$ cat config.mk
export PLATFORM = sky130hd
export DESIGN_NAME = bounded_nearest_key_keeper
export DESIGN_NICKNAME = d
export VERILOG_FILES = /design/src/rtl/bnkk_pkg.sv /design/src/rtl/bnkk_ctrl.sv /design/src/rtl/bnkk_dp.sv /design/src/rtl/bounded_nearest_key_keeper.sv
export SDC_FILE = /design/constraint.sdc
export NUM_CORES = 1
export LEC_CHECK = 0
export ABC_AREA = 0
export ABC_CLOCK_PERIOD_IN_PS = 8039
export BUFFER_PORTS_ARGS = -buffer_cell sky130_fd_sc_hd__buf_2
export CORE_MARGIN = 2
export CORE_UTILIZATION = 50
export CTS_CLUSTER_DIAMETER = 60
export DETAILED_ROUTE_END_ITERATION = 16
export PLACE_DENSITY = 0.68
export SLEW_MARGIN = 20
export SYNTH_ARGS = -nofsm -noshare
export SYNTH_HDL_FRONTEND = slang
export SYNTH_SLANG_ARGS = --single-unit
$ cat constraint.sdc
create_clock -name clk -period 8.04 [get_ports clk]
set_clock_uncertainty 0.1 [all_clocks]
set_input_delay 1.608 -clock clk [delete_from_list [all_inputs] [get_ports clk]]
set_output_delay 1.608 -clock clk [all_outputs]
set_load 0.01 [all_outputs]
$ cat src/rtl/bnkk_pkg.sv
`timescale 1ns / 1ps
// ----------------------------------------------------------------------------
// bnkk_pkg
// Shared types and constants for the bounded nearest key keeper.
// ----------------------------------------------------------------------------
package bnkk_pkg;

  localparam int KEY_W       = 32;
  localparam int TAG_W       = 16;
  localparam int DROP_W      = 16;
  localparam int SLOT_W      = 4;
  localparam int KIND_W      = 3;
  localparam int LIMIT_W     = 5;
  localparam int IN_DATA_W   = 48;  // key, payload
  localparam int OUT_DATA_W  = 72;  // slot, key, payload, dropped total, pad
  localparam int OUT_PAD_W   = OUT_DATA_W - SLOT_W - KEY_W - TAG_W - DROP_W;

  localparam logic [LIMIT_W-1:0] LIMIT_RST = 5'd16;
  localparam logic [DROP_W-1:0]  DROP_MAX  = 16'hFFFF;

  typedef enum logic [KIND_W-1:0] {
    KIND_APPEND  = 3'd0,
    KIND_REPLACE = 3'd1,
    KIND_DISCARD = 3'd2,
    KIND_KEPT    = 3'd3,
    KIND_EMPTY   = 3'd4
  } kind_t;

  // controller -> datapath
  typedef struct packed {
    logic  load_in;     // latch the accepted request
    logic  drop_inc;    // count one dropped item
    logic  idx_clr;     // restart slot walk
    logic  rd_issue;    // read slot at walk index, advance index
    logic  cmp_en;      // fold read slot into worst-slot search
    logic  wr_append;   // write request at fill position
    logic  wr_replace;  // write request over worst slot
    logic  out_load;    // load output register
    logic  flush_clr;   // empty the table and the drop counter
    kind_t out_kind;
  } ctrl_cmd_t;

  // datapath -> controller
  typedef struct packed {
    logic is_flush;
    logic fill_lt_cap;
    logic fill_zero;
    logic cap_zero;
    logic idx_at_fill;
    logic last_entry;
    logic nearer;
    logic out_free;
  } dp_sts_t;

endpackage

$ cat src/rtl/bnkk_ctrl.sv
`timescale 1ns / 1ps
// ----------------------------------------------------------------------------
// bnkk_ctrl
// Sequencer: dispatches insert / flush requests and steps the slot walk.
// ----------------------------------------------------------------------------
module bnkk_ctrl (
  input  logic                 clk,
  input  logic                 rst_n,
  input  logic                 in_tvalid,
  output logic                 in_tready,
  input  bnkk_pkg::dp_sts_t    sts,
  output bnkk_pkg::ctrl_cmd_t  cmd
);

  typedef enum logic [3:0] {
    S_IDLE,
    S_DISPATCH,
    S_APPEND,
    S_DISCARD,
    S_EMPTY,
    S_SCAN,
    S_DECIDE,
    S_FREAD,
    S_FEMIT
  } state_t;

  state_t state_r, state_nxt;
  logic   in_tready_r;

  assign in_tready = in_tready_r;

  always_comb begin
    state_nxt    = state_r;
    cmd          = '0;
    cmd.out_kind = bnkk_pkg::KIND_DISCARD;
    case (state_r)
      S_IDLE: begin
        if (in_tvalid && in_tready_r) begin
          cmd.load_in = 1'b1;
          state_nxt   = S_DISPATCH;
        end
      end
      S_DISPATCH: begin
        if (sts.is_flush) begin
          if (sts.fill_zero) begin
            state_nxt = S_EMPTY;
          end else begin
            cmd.idx_clr = 1'b1;
            state_nxt   = S_FREAD;
          end
        end else if (sts.fill_lt_cap) begin
          state_nxt = S_APPEND;
        end else begin
          cmd.drop_inc = 1'b1;
          if (sts.cap_zero || sts.fill_zero) begin
            state_nxt = S_DISCARD;
          end else begin
            cmd.idx_clr = 1'b1;
            state_nxt   = S_SCAN;
          end
        end
      end
      S_APPEND: begin
        if (sts.out_free) begin
          cmd.wr_append = 1'b1;
          cmd.out_load  = 1'b1;
          cmd.out_kind  = bnkk_pkg::KIND_APPEND;
          state_nxt     = S_IDLE;
        end
      end
      S_DISCARD: begin
        if (sts.out_free) begin
          cmd.out_load = 1'b1;
          cmd.out_kind = bnkk_pkg::KIND_DISCARD;
          state_nxt    = S_IDLE;
        end
      end
      S_EMPTY: begin
        if (sts.out_free) begin
          cmd.out_load  = 1'b1;
          cmd.out_kind  = bnkk_pkg::KIND_EMPTY;
          cmd.flush_clr = 1'b1;
          state_nxt     = S_IDLE;
        end
      end
      S_SCAN: begin
        // read one slot per cycle; the compare follows each read in the next cycle
        cmd.cmp_en   = 1'b1;
        cmd.rd_issue = !sts.idx_at_fill;
        if (sts.idx_at_fill) begin
          state_nxt = S_DECIDE;
        end
      end
      S_DECIDE: begin
        if (sts.out_free) begin
          cmd.out_load = 1'b1;
          if (sts.nearer) begin
            cmd.wr_replace = 1'b1;
            cmd.out_kind   = bnkk_pkg::KIND_REPLACE;
          end else begin
            cmd.out_kind   = bnkk_pkg::KIND_DISCARD;
          end
          state_nxt = S_IDLE;
        end
      end
      S_FREAD: begin
        cmd.rd_issue = 1'b1;
        state_nxt    = S_FEMIT;
      end
      S_FEMIT: begin
        if (sts.out_free) begin
          cmd.out_load = 1'b1;
          cmd.out_kind = bnkk_pkg::KIND_KEPT;
          if (sts.last_entry) begin
            cmd.flush_clr = 1'b1;
            state_nxt     = S_IDLE;
          end else begin
            state_nxt     = S_FREAD;
          end
        end
      end
      default: begin
        state_nxt = S_IDLE;
      end
    endcase
  end

  always_ff @(posedge clk) begin
    if (!rst_n) begin
      state_r     <= S_IDLE;
      in_tready_r <= 1'b0;
    end else begin
      state_r     <= state_nxt;
      in_tready_r <= (state_nxt == S_IDLE);
    end
  end

`ifndef NO_ASSERTIONS
  a_load_needs_room: assert property (@(posedge clk) disable iff (!rst_n)
    cmd.out_load |-> sts.out_free)
    else $error("output register loaded while occupied");

  a_append_below_cap: assert property (@(posedge clk) disable iff (!rst_n)
    cmd.wr_append |-> sts.fill_lt_cap)
    else $error("append into a full table");

  a_flush_empties: assert property (@(posedge clk) disable iff (!rst_n)
    cmd.flush_clr |=> sts.fill_zero)
    else $error("table not empty after flush");
`endif

endmodule

$ cat src/rtl/bnkk_dp.sv
`timescale 1ns / 1ps
// ----------------------------------------------------------------------------
// bnkk_dp
// Datapath: entry memory, fill / drop counters, worst-slot search, output reg.
// ----------------------------------------------------------------------------
module bnkk_dp #(
  parameter int MAX_KEPT = 16
) (
  input  logic                                clk,
  input  logic                                rst_n,
  input  logic                                cfg_wr_en,
  input  logic [bnkk_pkg::LIMIT_W-1:0]        cfg_wr_data,
  input  logic [0:0]                          in_tuser,
  input  logic [bnkk_pkg::IN_DATA_W-1:0]      in_tdata,
  input  bnkk_pkg::ctrl_cmd_t                 cmd,
  output bnkk_pkg::dp_sts_t                   sts,
  output logic                                out_tvalid,
  input  logic                                out_tready,
  output logic [bnkk_pkg::OUT_DATA_W-1:0]     out_tdata,
  output logic [bnkk_pkg::KIND_W-1:0]         out_tuser,
  output logic                                out_tlast
);

  localparam int IDX_W = (MAX_KEPT > 1) ? $clog2(MAX_KEPT) : 1;
  localparam int CNT_W = $clog2(MAX_KEPT + 1);
  localparam int CAP_W = (CNT_W > bnkk_pkg::LIMIT_W) ? CNT_W : bnkk_pkg::LIMIT_W;
  localparam logic [CAP_W-1:0] CAP_MAX = CAP_W'(MAX_KEPT);

  // entry memory
  logic [bnkk_pkg::KEY_W-1:0] mem_key [MAX_KEPT];
  logic [bnkk_pkg::TAG_W-1:0] mem_tag [MAX_KEPT];

  logic [bnkk_pkg::LIMIT_W-1:0] limit_r;
  logic                         is_flush_r;
  logic [bnkk_pkg::KEY_W-1:0]   key_r;
  logic [bnkk_pkg::TAG_W-1:0]   tag_r;
  logic [CNT_W-1:0]             fill_r;
  logic [bnkk_pkg::DROP_W-1:0]  drop_r;
  logic [CNT_W-1:0]             idx_r;
  logic                         pend_r;
  logic [IDX_W-1:0]             rd_idx_r;
  logic [bnkk_pkg::KEY_W-1:0]   rkey_r;
  logic [bnkk_pkg::TAG_W-1:0]   rtag_r;
  logic [IDX_W-1:0]             worst_r;
  logic [bnkk_pkg::KEY_W-1:0]   wkey_r;
  logic                         wunk_r;

  logic                         out_valid_r;
  bnkk_pkg::kind_t              out_kind_r;
  logic [bnkk_pkg::SLOT_W-1:0]  out_slot_r;
  logic [bnkk_pkg::KEY_W-1:0]   out_key_r;
  logic [bnkk_pkg::TAG_W-1:0]   out_tag_r;
  logic [bnkk_pkg::DROP_W-1:0]  out_drop_r;
  logic                         out_last_r;

  logic [CAP_W-1:0]             limit_ext;
  logic [CAP_W-1:0]             cap;
  logic [CAP_W-1:0]             fill_ext;
  logic [CNT_W:0]               rd_next;
  logic                         rk_unk;
  logic                         worse;
  logic                         wr_en;
  logic [IDX_W-1:0]             wr_addr;
  logic [IDX_W-1:0]             slot_sel;
  logic [IDX_W+bnkk_pkg::SLOT_W-1:0] slot_ext;
  logic                         out_free;

  assign limit_ext = CAP_W'(limit_r);
  assign cap       = (limit_ext > CAP_MAX) ? CAP_MAX : limit_ext;
  assign fill_ext  = CAP_W'(fill_r);
  assign rd_next   = (CNT_W + 1)'(rd_idx_r) + 1'b1;
  assign out_free  = !out_valid_r || out_tready;

  // unknown key ranks farthest; ties keep the earlier slot
  assign rk_unk = (rkey_r == '0);
  assign worse  = (rd_idx_r == '0) || (rk_unk && !wunk_r) ||
                  ((rk_unk == wunk_r) && (rkey_r > wkey_r));

  assign wr_en   = cmd.wr_append || cmd.wr_replace;
  assign wr_addr = cmd.wr_append ? fill_r[IDX_W-1:0] : worst_r;

  always_comb begin
    sts             = '0;
    sts.is_flush    = is_flush_r;
    sts.fill_lt_cap = fill_ext < cap;
    sts.fill_zero   = (fill_r == '0);
    sts.cap_zero    = (cap == '0);
    sts.idx_at_fill = (idx_r == fill_r);
    sts.last_entry  = (rd_next == {1'b0, fill_r});
    sts.nearer      = (key_r != '0) && (wunk_r || (key_r < wkey_r));
    sts.out_free    = out_free;
  end

  always_comb begin
    case (cmd.out_kind)
      bnkk_pkg::KIND_APPEND:  slot_sel = fill_r[IDX_W-1:0];
      bnkk_pkg::KIND_REPLACE: slot_sel = worst_r;
      bnkk_pkg::KIND_KEPT:    slot_sel = rd_idx_r;
      default:                slot_sel = '0;
    endcase
  end
  assign slot_ext = {{bnkk_pkg::SLOT_W{1'b0}}, slot_sel};

  // memory write and registered read
  always_ff @(posedge clk) begin
    if (wr_en) begin
      mem_key[wr_addr] <= key_r;
      mem_tag[wr_addr] <= tag_r;
    end
    if (cmd.rd_issue) begin
      rkey_r   <= mem_key[idx_r[IDX_W-1:0]];
      rtag_r   <= mem_tag[idx_r[IDX_W-1:0]];
      rd_idx_r <= idx_r[IDX_W-1:0];
    end
  end

  // request hold, worst-slot tracking and output register load
  always_ff @(posedge clk) begin
    if (cmd.load_in) begin
      is_flush_r <= in_tuser[0];
      key_r      <= in_tdata[bnkk_pkg::KEY_W-1:0];
      tag_r      <= in_tdata[bnkk_pkg::KEY_W +: bnkk_pkg::TAG_W];
    end
    if (cmd.cmp_en && pend_r && worse) begin
      worst_r <= rd_idx_r;
      wkey_r  <= rkey_r;
      wunk_r  <= rk_unk;
    end
    if (cmd.out_load) begin
      out_kind_r <= cmd.out_kind;
      out_slot_r <= slot_ext[bnkk_pkg::SLOT_W-1:0];
      out_key_r  <= (cmd.out_kind == bnkk_pkg::KIND_KEPT) ? rkey_r : '0;
      out_tag_r  <= (cmd.out_kind == bnkk_pkg::KIND_KEPT) ? rtag_r : '0;
      out_drop_r <= drop_r;
      out_last_r <= (cmd.out_kind == bnkk_pkg::KIND_KEPT) ? sts.last_entry : 1'b1;
    end
  end

  // control state
  always_ff @(posedge clk) begin
    if (!rst_n) begin
      limit_r     <= bnkk_pkg::LIMIT_RST;
      fill_r      <= '0;
      drop_r      <= '0;
      idx_r       <= '0;
      pend_r      <= 1'b0;
      out_valid_r <= 1'b0;
    end else begin
      if (cfg_wr_en) begin
        limit_r <= cfg_wr_data;
      end
      if (cmd.flush_clr) begin
        fill_r <= '0;
      end else if (cmd.wr_append) begin
        fill_r <= fill_r + 1'b1;
      end
      if (cmd.flush_clr) begin
        drop_r <= '0;
      end else if (cmd.drop_inc && (drop_r != bnkk_pkg::DROP_MAX)) begin
        drop_r <= drop_r + 1'b1;
      end
      if (cmd.idx_clr) begin
        idx_r <= '0;
      end else if (cmd.rd_issue) begin
        idx_r <= idx_r + 1'b1;
      end
      pend_r <= cmd.rd_issue;
      if (cmd.out_load) begin
        out_valid_r <= 1'b1;
      end else if (out_tready) begin
        out_valid_r <= 1'b0;
      end
    end
  end

  assign out_tvalid = out_valid_r;
  assign out_tuser  = out_kind_r;
  assign out_tlast  = out_last_r;
  assign out_tdata  = {{bnkk_pkg::OUT_PAD_W{1'b0}}, out_drop_r, out_tag_r, out_key_r,
                       out_slot_r};

`ifndef NO_ASSERTIONS
  a_fill_bound: assert property (@(posedge clk) disable iff (!rst_n)
    fill_r <= CNT_W'(MAX_KEPT))
    else $error("fill count beyond table depth");

  a_drop_saturates: assert property (@(posedge clk) disable iff (!rst_n)
    ($past(drop_r) == bnkk_pkg::DROP_MAX && !$past(cmd.flush_clr)) |->
      drop_r == bnkk_pkg::DROP_MAX)
    else $error("drop counter wrapped");
`endif

endmodule

$ cat src/rtl/bounded_nearest_key_keeper.sv
`timescale 1ns / 1ps
// ----------------------------------------------------------------------------
// bounded_nearest_key_keeper
// Keeps up to min(keep_limit, MAX_KEPT) tagged items with the nearest time keys.
// ----------------------------------------------------------------------------
// One request is handled at a time. An insert into a table with room passes
// through the dispatch and append states before the next acceptance. An insert
// into a full table walks every held slot through the single read port of the
// entry memory, one slot per cycle, to find the worst key. A flush alternates
// a read state and an emit state for each held entry, and an empty table gives
// one empty marker. A result sits in an output register; the next request is
// taken while it waits, and the walk stalls only when a new result is due and
// the register has not been taken. Key zero means unknown and ranks farthest.
// Insert results carry zero key and tag; dropped_total is the count after the
// insert, or the count before the clear on a flush.
// ----------------------------------------------------------------------------
module bounded_nearest_key_keeper #(
  parameter int MAX_KEPT = 16
) (
  input  logic                             clk,
  input  logic                             rst_n,
  // config: keep_limit
  input  logic                             cfg_wr_en,
  input  logic [bnkk_pkg::LIMIT_W-1:0]     cfg_wr_data,
  // request stream
  input  logic                             in_tvalid,
  output logic                             in_tready,
  input  logic [bnkk_pkg::IN_DATA_W-1:0]   in_tdata,   // key[31:0], payload[47:32]
  input  logic [0:0]                       in_tuser,   // cmd[0]: 0 insert, 1 flush
  // result stream
  output logic                             out_tvalid,
  input  logic                             out_tready,
  output logic [bnkk_pkg::OUT_DATA_W-1:0]  out_tdata,  // slot[3:0], out_key[35:4],
                                                        // out_payload[51:36],
                                                        // dropped_total[67:52], 0
  output logic [bnkk_pkg::KIND_W-1:0]      out_tuser,  // kind[2:0]
  output logic                             out_tlast
);

  bnkk_pkg::ctrl_cmd_t cmd;
  bnkk_pkg::dp_sts_t   sts;

  // sequencer
  bnkk_ctrl u_ctrl (
    .clk       (clk),
    .rst_n     (rst_n),
    .in_tvalid (in_tvalid),
    .in_tready (in_tready),
    .sts       (sts),
    .cmd       (cmd)
  );

  // table, counters, search and output register
  bnkk_dp #(
    .MAX_KEPT (MAX_KEPT)
  ) u_dp (
    .clk         (clk),
    .rst_n       (rst_n),
    .cfg_wr_en   (cfg_wr_en),
    .cfg_wr_data (cfg_wr_data),
    .in_tuser    (in_tuser),
    .in_tdata    (in_tdata),
    .cmd         (cmd),
    .sts         (sts),
    .out_tvalid  (out_tvalid),
    .out_tready  (out_tready),
    .out_tdata   (out_tdata),
    .out_tuser   (out_tuser),
    .out_tlast   (out_tlast)
  );

endmodule

# After elaboration in Yosys (flattened, before gate mapping)
# Memory sizes are Yosys's and may differ from the RTL's. A register that Yosys moved wholly into a read port is not among the register bits.
# Index checks and enable logic that the tools add are counted.
# classes
addsub	4
n_reduce_logical	29
n_eq_ne	14
order_cmp	4
muxes	41
n_bitwise	1
# op_table
operator	count
greater-than comparator 32 bit	1
zero test 32 bit	1
less-than comparator 32 bit	1
nonzero test 32 bit	1
2-to-1 mux 4 bit	6
case mux 4 bit (6 select lines)	1
adder 16 x 1 -> 16 bit (second input constant)	1
== test 4 x 3 -> 1 bit (second input constant)	4
2-to-1 mux 1 bit	16
!= test 16 bit (second input constant)	1
2-to-1 mux 5 bit	3
2-to-1 mux 2 bit	7
zero test 4 bit	3
case mux 3 bit (4 select lines)	1
case mux 4 bit (3 select lines)	1
adder 5 x 1 -> 5 bit (second input constant)	2
zero test 5 bit	2
2-to-1 mux 3 bit	3
== test 4 x 2 -> 1 bit (second input constant)	2
logical AND 1 bit	7
== test 6 x 5 -> 1 bit	1
logical OR 1 bit	6
OR reduction 2 bit	3
adder 4 x 1 -> 5 bit (second input constant)	1
other kinds (15)	18
# word_totals
ram_bits	768
input_bits	59
regBits	200
n_memories	2
output_inout_bits	78
word_cells	116
# mem_list
memory	words	width	read_ports	rd_clocked_by_memory_dff	wr	line_no	source
u_dp.mem_key	16	32	1	1	1	bnkk_dp.sv:30	logic [bnkk_pkg::KEY_W-1:0] mem_key [MAX_KEPT];
u_dp.mem_tag	16	16	1	1	1	bnkk_dp.sv:31	logic [bnkk_pkg::TAG_W-1:0] mem_tag [MAX_KEPT];

# Longest topological paths before layout
# logic_depth
depth_word	9
depth_mapped	11
ltp_nobuf	10

# Cells and area by module
# From an unflattened synthesis, not the netlist that was laid out.
# hier_totals
hier_cells	1874
hier_area_um2	39640.5
# modules_own_cells
module	instances	seq_area_each_um2	cells_per_inst	area_per_inst_um2
bnkk_dp	1	30028.8	1805	39132.5
bnkk_ctrl	1	100.1	69	508.0

# Worst setup path after synthesis
# OpenSTA, ideal clock, no wires.
# synth_path
path_type	input to register
from	input port out_tready
to	memory u_dp.mem_key[13][0] (netlist bit), enable pin
path_stages	8
setup_ns	0.470
slack_ns	2.176
required_time_ns	7.470
arrival_ns	5.294
n_path_buf	2
cell_sequence	nor2b_1 > nor3_1 > nor3b_1 > o211a_4 > buf_6 > clkbuf_1 > o21ai_0 > a21oi_1
# synth_between
elab_chain_len	6
elab_cells_between_ends	9
cone_classes	mux (7); reduce/logical (2)
# synth_lines
element	line_no	source
start: declaration	bounded_nearest_key_keeper.sv:32	input logic out_tready,
logical OR 1 bit (*)	bnkk_dp.sv:72	assign out_free = !out_valid_r || out_tready;
2-to-1 mux 1 bit / 2-to-1 mux 2 bit (equally long branches)	bnkk_ctrl.sv:64, bnkk_ctrl.sv:95	
2-to-1 mux 1 bit	bnkk_ctrl.sv:36	case (state_r)
logical OR 1 bit	bnkk_dp.sv:79	assign wr_en = cmd.wr_append || cmd.wr_replace;
2-to-1 mux 1 bit	bnkk_dp.sv:106	if (wr_en) begin
2-to-1 mux 1 bit (not written as such)	bnkk_dp.sv:107	mem_key[wr_addr] <= key_r;
end: declaration	bnkk_dp.sv:30	
# Every way passes the cells marked *; elsewhere a longest branch is shown, timed or not.

# Worst setup path in the final report
# layout_path
from	register u_dp.key_r[30] (netlist bit)
to	memory u_dp.mem_tag[0][10] (netlist bit), enable pin
# layout_between
elab_chain_len	9
elab_cells_between_ends	10
cone_classes	order compare (1); mux (5); reduce/logical (4)
# layout_lines
element	line_no	source
start: declaration	bnkk_dp.sv:35	logic [bnkk_pkg::KEY_W-1:0] key_r;
start signal: assignment	bnkk_dp.sv:121	key_r <= in_tdata[bnkk_pkg::KEY_W-1:0];
less-than comparator 32 bit	bnkk_dp.sv:90	sts.nearer = (key_r != '0) && (wunk_r || (key_r < wkey_r));
logical OR 1 bit	bnkk_dp.sv:90	
logical AND 1 bit (*)	bnkk_dp.sv:90	
2-to-1 mux 1 bit (*)	bnkk_ctrl.sv:97	if (sts.nearer) begin
2-to-1 mux 2 bit (*)	bnkk_ctrl.sv:95	if (sts.out_free) begin
2-to-1 mux 1 bit (*)	bnkk_ctrl.sv:36	
logical OR 1 bit (*)	bnkk_dp.sv:79	
2-to-1 mux 1 bit (*)	bnkk_dp.sv:106	
2-to-1 mux 1 bit (not written as such) (*)	bnkk_dp.sv:108	mem_tag[wr_addr] <= tag_r;
end: declaration	bnkk_dp.sv:31	
# Marks and branches as above.

==> results_dict.tcl <==
set metrics [dict create \
    chipWidth_um 285.8 \
    antenna_found_initial 0 \
    grt_setup_unrepaired "no" \
    final_core_util_pct 57.44 \
    synth_cell_type_count 59 \
    cts_tree "done" \
    yosys.area_share.simple_pct 3.956 \
    synth_flop_cell "edfxtp_1" \
    dp_hpwl_um 47500 \
    cts.repair.resized 0 \
    diodes 0 \
    dp.cells 3061 \
    finalHoldWorstSlack_ns 0.4077 \
    cap_violations 0 \
    portBuffers 132 \
    clk_latency_ns 0.67 \
    synth_commonest_cells "edfxtp_1, mux4_2, ha_1, clkbuf_1, nor2_1" \
    relSlewSlack_pct 24.24 \
    grt_max_degree 150 \
    synth-compound-area-share_pct 1.957 \
    start_util_pct 50.41 \
    r2r_cells 8 \
    cts_setup_buffers 0 \
    period_needed_ns 5.325 \
    whs_path_depth 0 \
    yosys.area.top_type "edfxtp_1" \
    synth_cells 1930 \
    avgRoutedWirePerCell_um 26.42 \
    ir_worst_vdd_mv 0.1931 \
    dieArea_mm2 0.08166 \
    syn_area_mm2 0.03970 \
    std_cell_rows 103 \
    io_pins 137 \
    synth-adder-area-share_pct 2.332 \
    cts_buffers 104 \
    ys_ff_latch 1016 \
    min_period_over_period_pct 66.23 \
    synth_seq_area_share_pct 75.90 \
    powerDensity_mw_per_mm2 236.7 \
    crit_path_start_kind "flip-flop" \
    setup_violations 0 \
    globalRoute.totalOverflow 0 \
    path_max_fanout 27 \
    synth-async-reset-ratio_pct 0 \
    grt_pass1_vias 19780 \
    max_freq_ghz 0.1878 \
    cts_root_buffer "clkbuf_16" \
    avgSynthCellArea_um2 20.57 \
    stdcell_count 3255 \
    worstHoldEndpoint "u_dp.out_drop_r[7]" \
    yosysTopAreaCellShare_pct 73.98 \
    end_kind "flip-flop" \
    drv_slew 0 \
    clk_pin_slew_worst_paths_ns 0.07 \
    synth_top_family_by_area "multiplexers" \
    syn_to_final_growth_pct 13.94 \
    gr-usage-all-layers_pct 21.35 \
    final_net_count 2251 \
    yosys_warnings 0 \
    power_leakage_nw 14.24 \
    h-tree-depth 3 \
    synth-edff-count 978 \
    placed_area_mm2 0.04186 \
    finish.instance_area_mm2 0.04523 \
    timing.rr.start "u_dp.key_r[30]" \
    core-area_mm2 0.07874 \
    r2r-end "u_dp.mem_tag[0][10]" \
    crit_type "flip-flop to flip-flop" \
    finalSetupTns_ns 0 \
    drive_gt1_share_pct 26.80 \
    setup_slack_ns 2.715 \
    worstMarginPinSlew_ns 1.136 \
    ctsHoldBuffers 0 \
    synthTopCellsByArea "edfxtp_1, mux4_2, ha_1" \
    status "finished clean" \
    dp_slack_ns 2.397 \
    die_y_um 285.8 \
    grt_pass1_wl_um 128500 \
    critPathRequiredTime_ns 8.24 \
    viasPerCell 5.971 \
    drt_iter0_drc 1962 \
    yosysMostFrequentCell "edfxtp_1" \
    total_power_mw 10.70 \
    arrival_ns 5.52 \
    clock-sinks 1016 \
    holdCritStartpoint "u_dp.drop_r[7]" \
    hold_class "flip-flop to flip-flop" \
    drc 0 \
    wl_um 85990 \
    synth-xor-area-share_pct 0.6619 \
    first_pass_iters 5 \
    synth_mux_area_share_pct 13.85 \
    rrSetupSlack_ns 2.71 \
    num_vias 19430 \
    place.gp.congestion 0.9250 \
    clock_path_buffers 3 \
    drtAntennaViolNets 0 \
    hold_viol 0 \
]
## worst max path at each step
stage	startpoint	endpoint
floorplan	out_tready	u_dp.mem_key[13][0]
global placement	out_tready	u_dp.mem_tag[0][3]
detailed placement	out_tready	u_dp.mem_tag[0][9]
CTS	u_dp.key_r[30]	u_dp.mem_tag[0][8]
global route	u_dp.key_r[30]	u_dp.mem_key[0][26]
finish	u_dp.key_r[30]	u_dp.mem_tag[0][10]
## layer usage
layer,share of wire (%),GRT usage (%)
met5,0,0
met4,2.1,5.864
met3,6.2,3.158
met2,49,34.52
met1,43,30.80
## cell usage in the layout (no fill, tap or decap), types with 11 or more instances in the layout
master	Yosys	routed
ha_1	74	74
nor4_1	25	25
inv_1	49	49
mux4_2	240	240
dfxtp_1	38	34
or4_1	11	11
clkbuf_1	68	16
nor2_1	58	57
and2_1	53	53
edfxtp_1	978	978
clkinv_2	0	15
nand3_1	18	18
o21ai_0	39	39
a21oi_1	46	29
a21oi_4	0	17
clkbuf_16	0	105
nand4_1	16	16
xnor2_1	20	20
buf_2	1	132
nand2_1	51	51
buf_4	4	29
nor3_1	28	26
clkinv_1	0	26
## power by group
| part | total [mW] | internal (mW) | switching, mW |
|---|---|---|---|
| Clock | 4.70 | 2.70 | 2.00 |
| Combinational | 0.111 | 0.0404 | 0.0704 |
| Sequential | 5.89 | 5.83 | 0.0685 |
| Total | 10.7 | 8.56 | 2.14 |
## registers in the layout (all words and copies together) (netlist names), 32 cells and up
name            flops
u_dp.rkey_r        32
u_dp.key_r         32
u_dp.wkey_r        32
u_dp.mem_key      512
u_dp.out_key_r     32
u_dp.mem_tag      256
## critical path: stages, from the launching register on
cell and delay, ns:
edfxtp_1 0.64, ha_1 0.44, nand4_1 0.16, or4_1 0.61, or3_4 0.41, o211ai_1 0.78
nand3_1 0.27, a21oi_4 0.89, buf_4 0.62
## logic make-up (layout without fill, tap and decap cells)
family | Yosys count | in the layout
adders and majority gates | 74 | 74
other | 1 | 4
DFF | 1016 | 1016
AOI/OAI and AO/OA | 128 | 128
xor gates and xnor gates | 30 | 30
buffers and inverters | 135 | 407
muxes | 249 | 249
and+or+nand+nor | 297 | 297
## cell type report
class                      instances  area, µm²
multi-input combinational        782       9275
clock buffer                     121       2688
fill                            5702      33510
clock inverter                    72      663.1
inverter                          49      183.9
tap                             1050       1314
timing repair buffer             165      965.9
sequential                      1016      30140
Power figures use the tool's default switching activity.
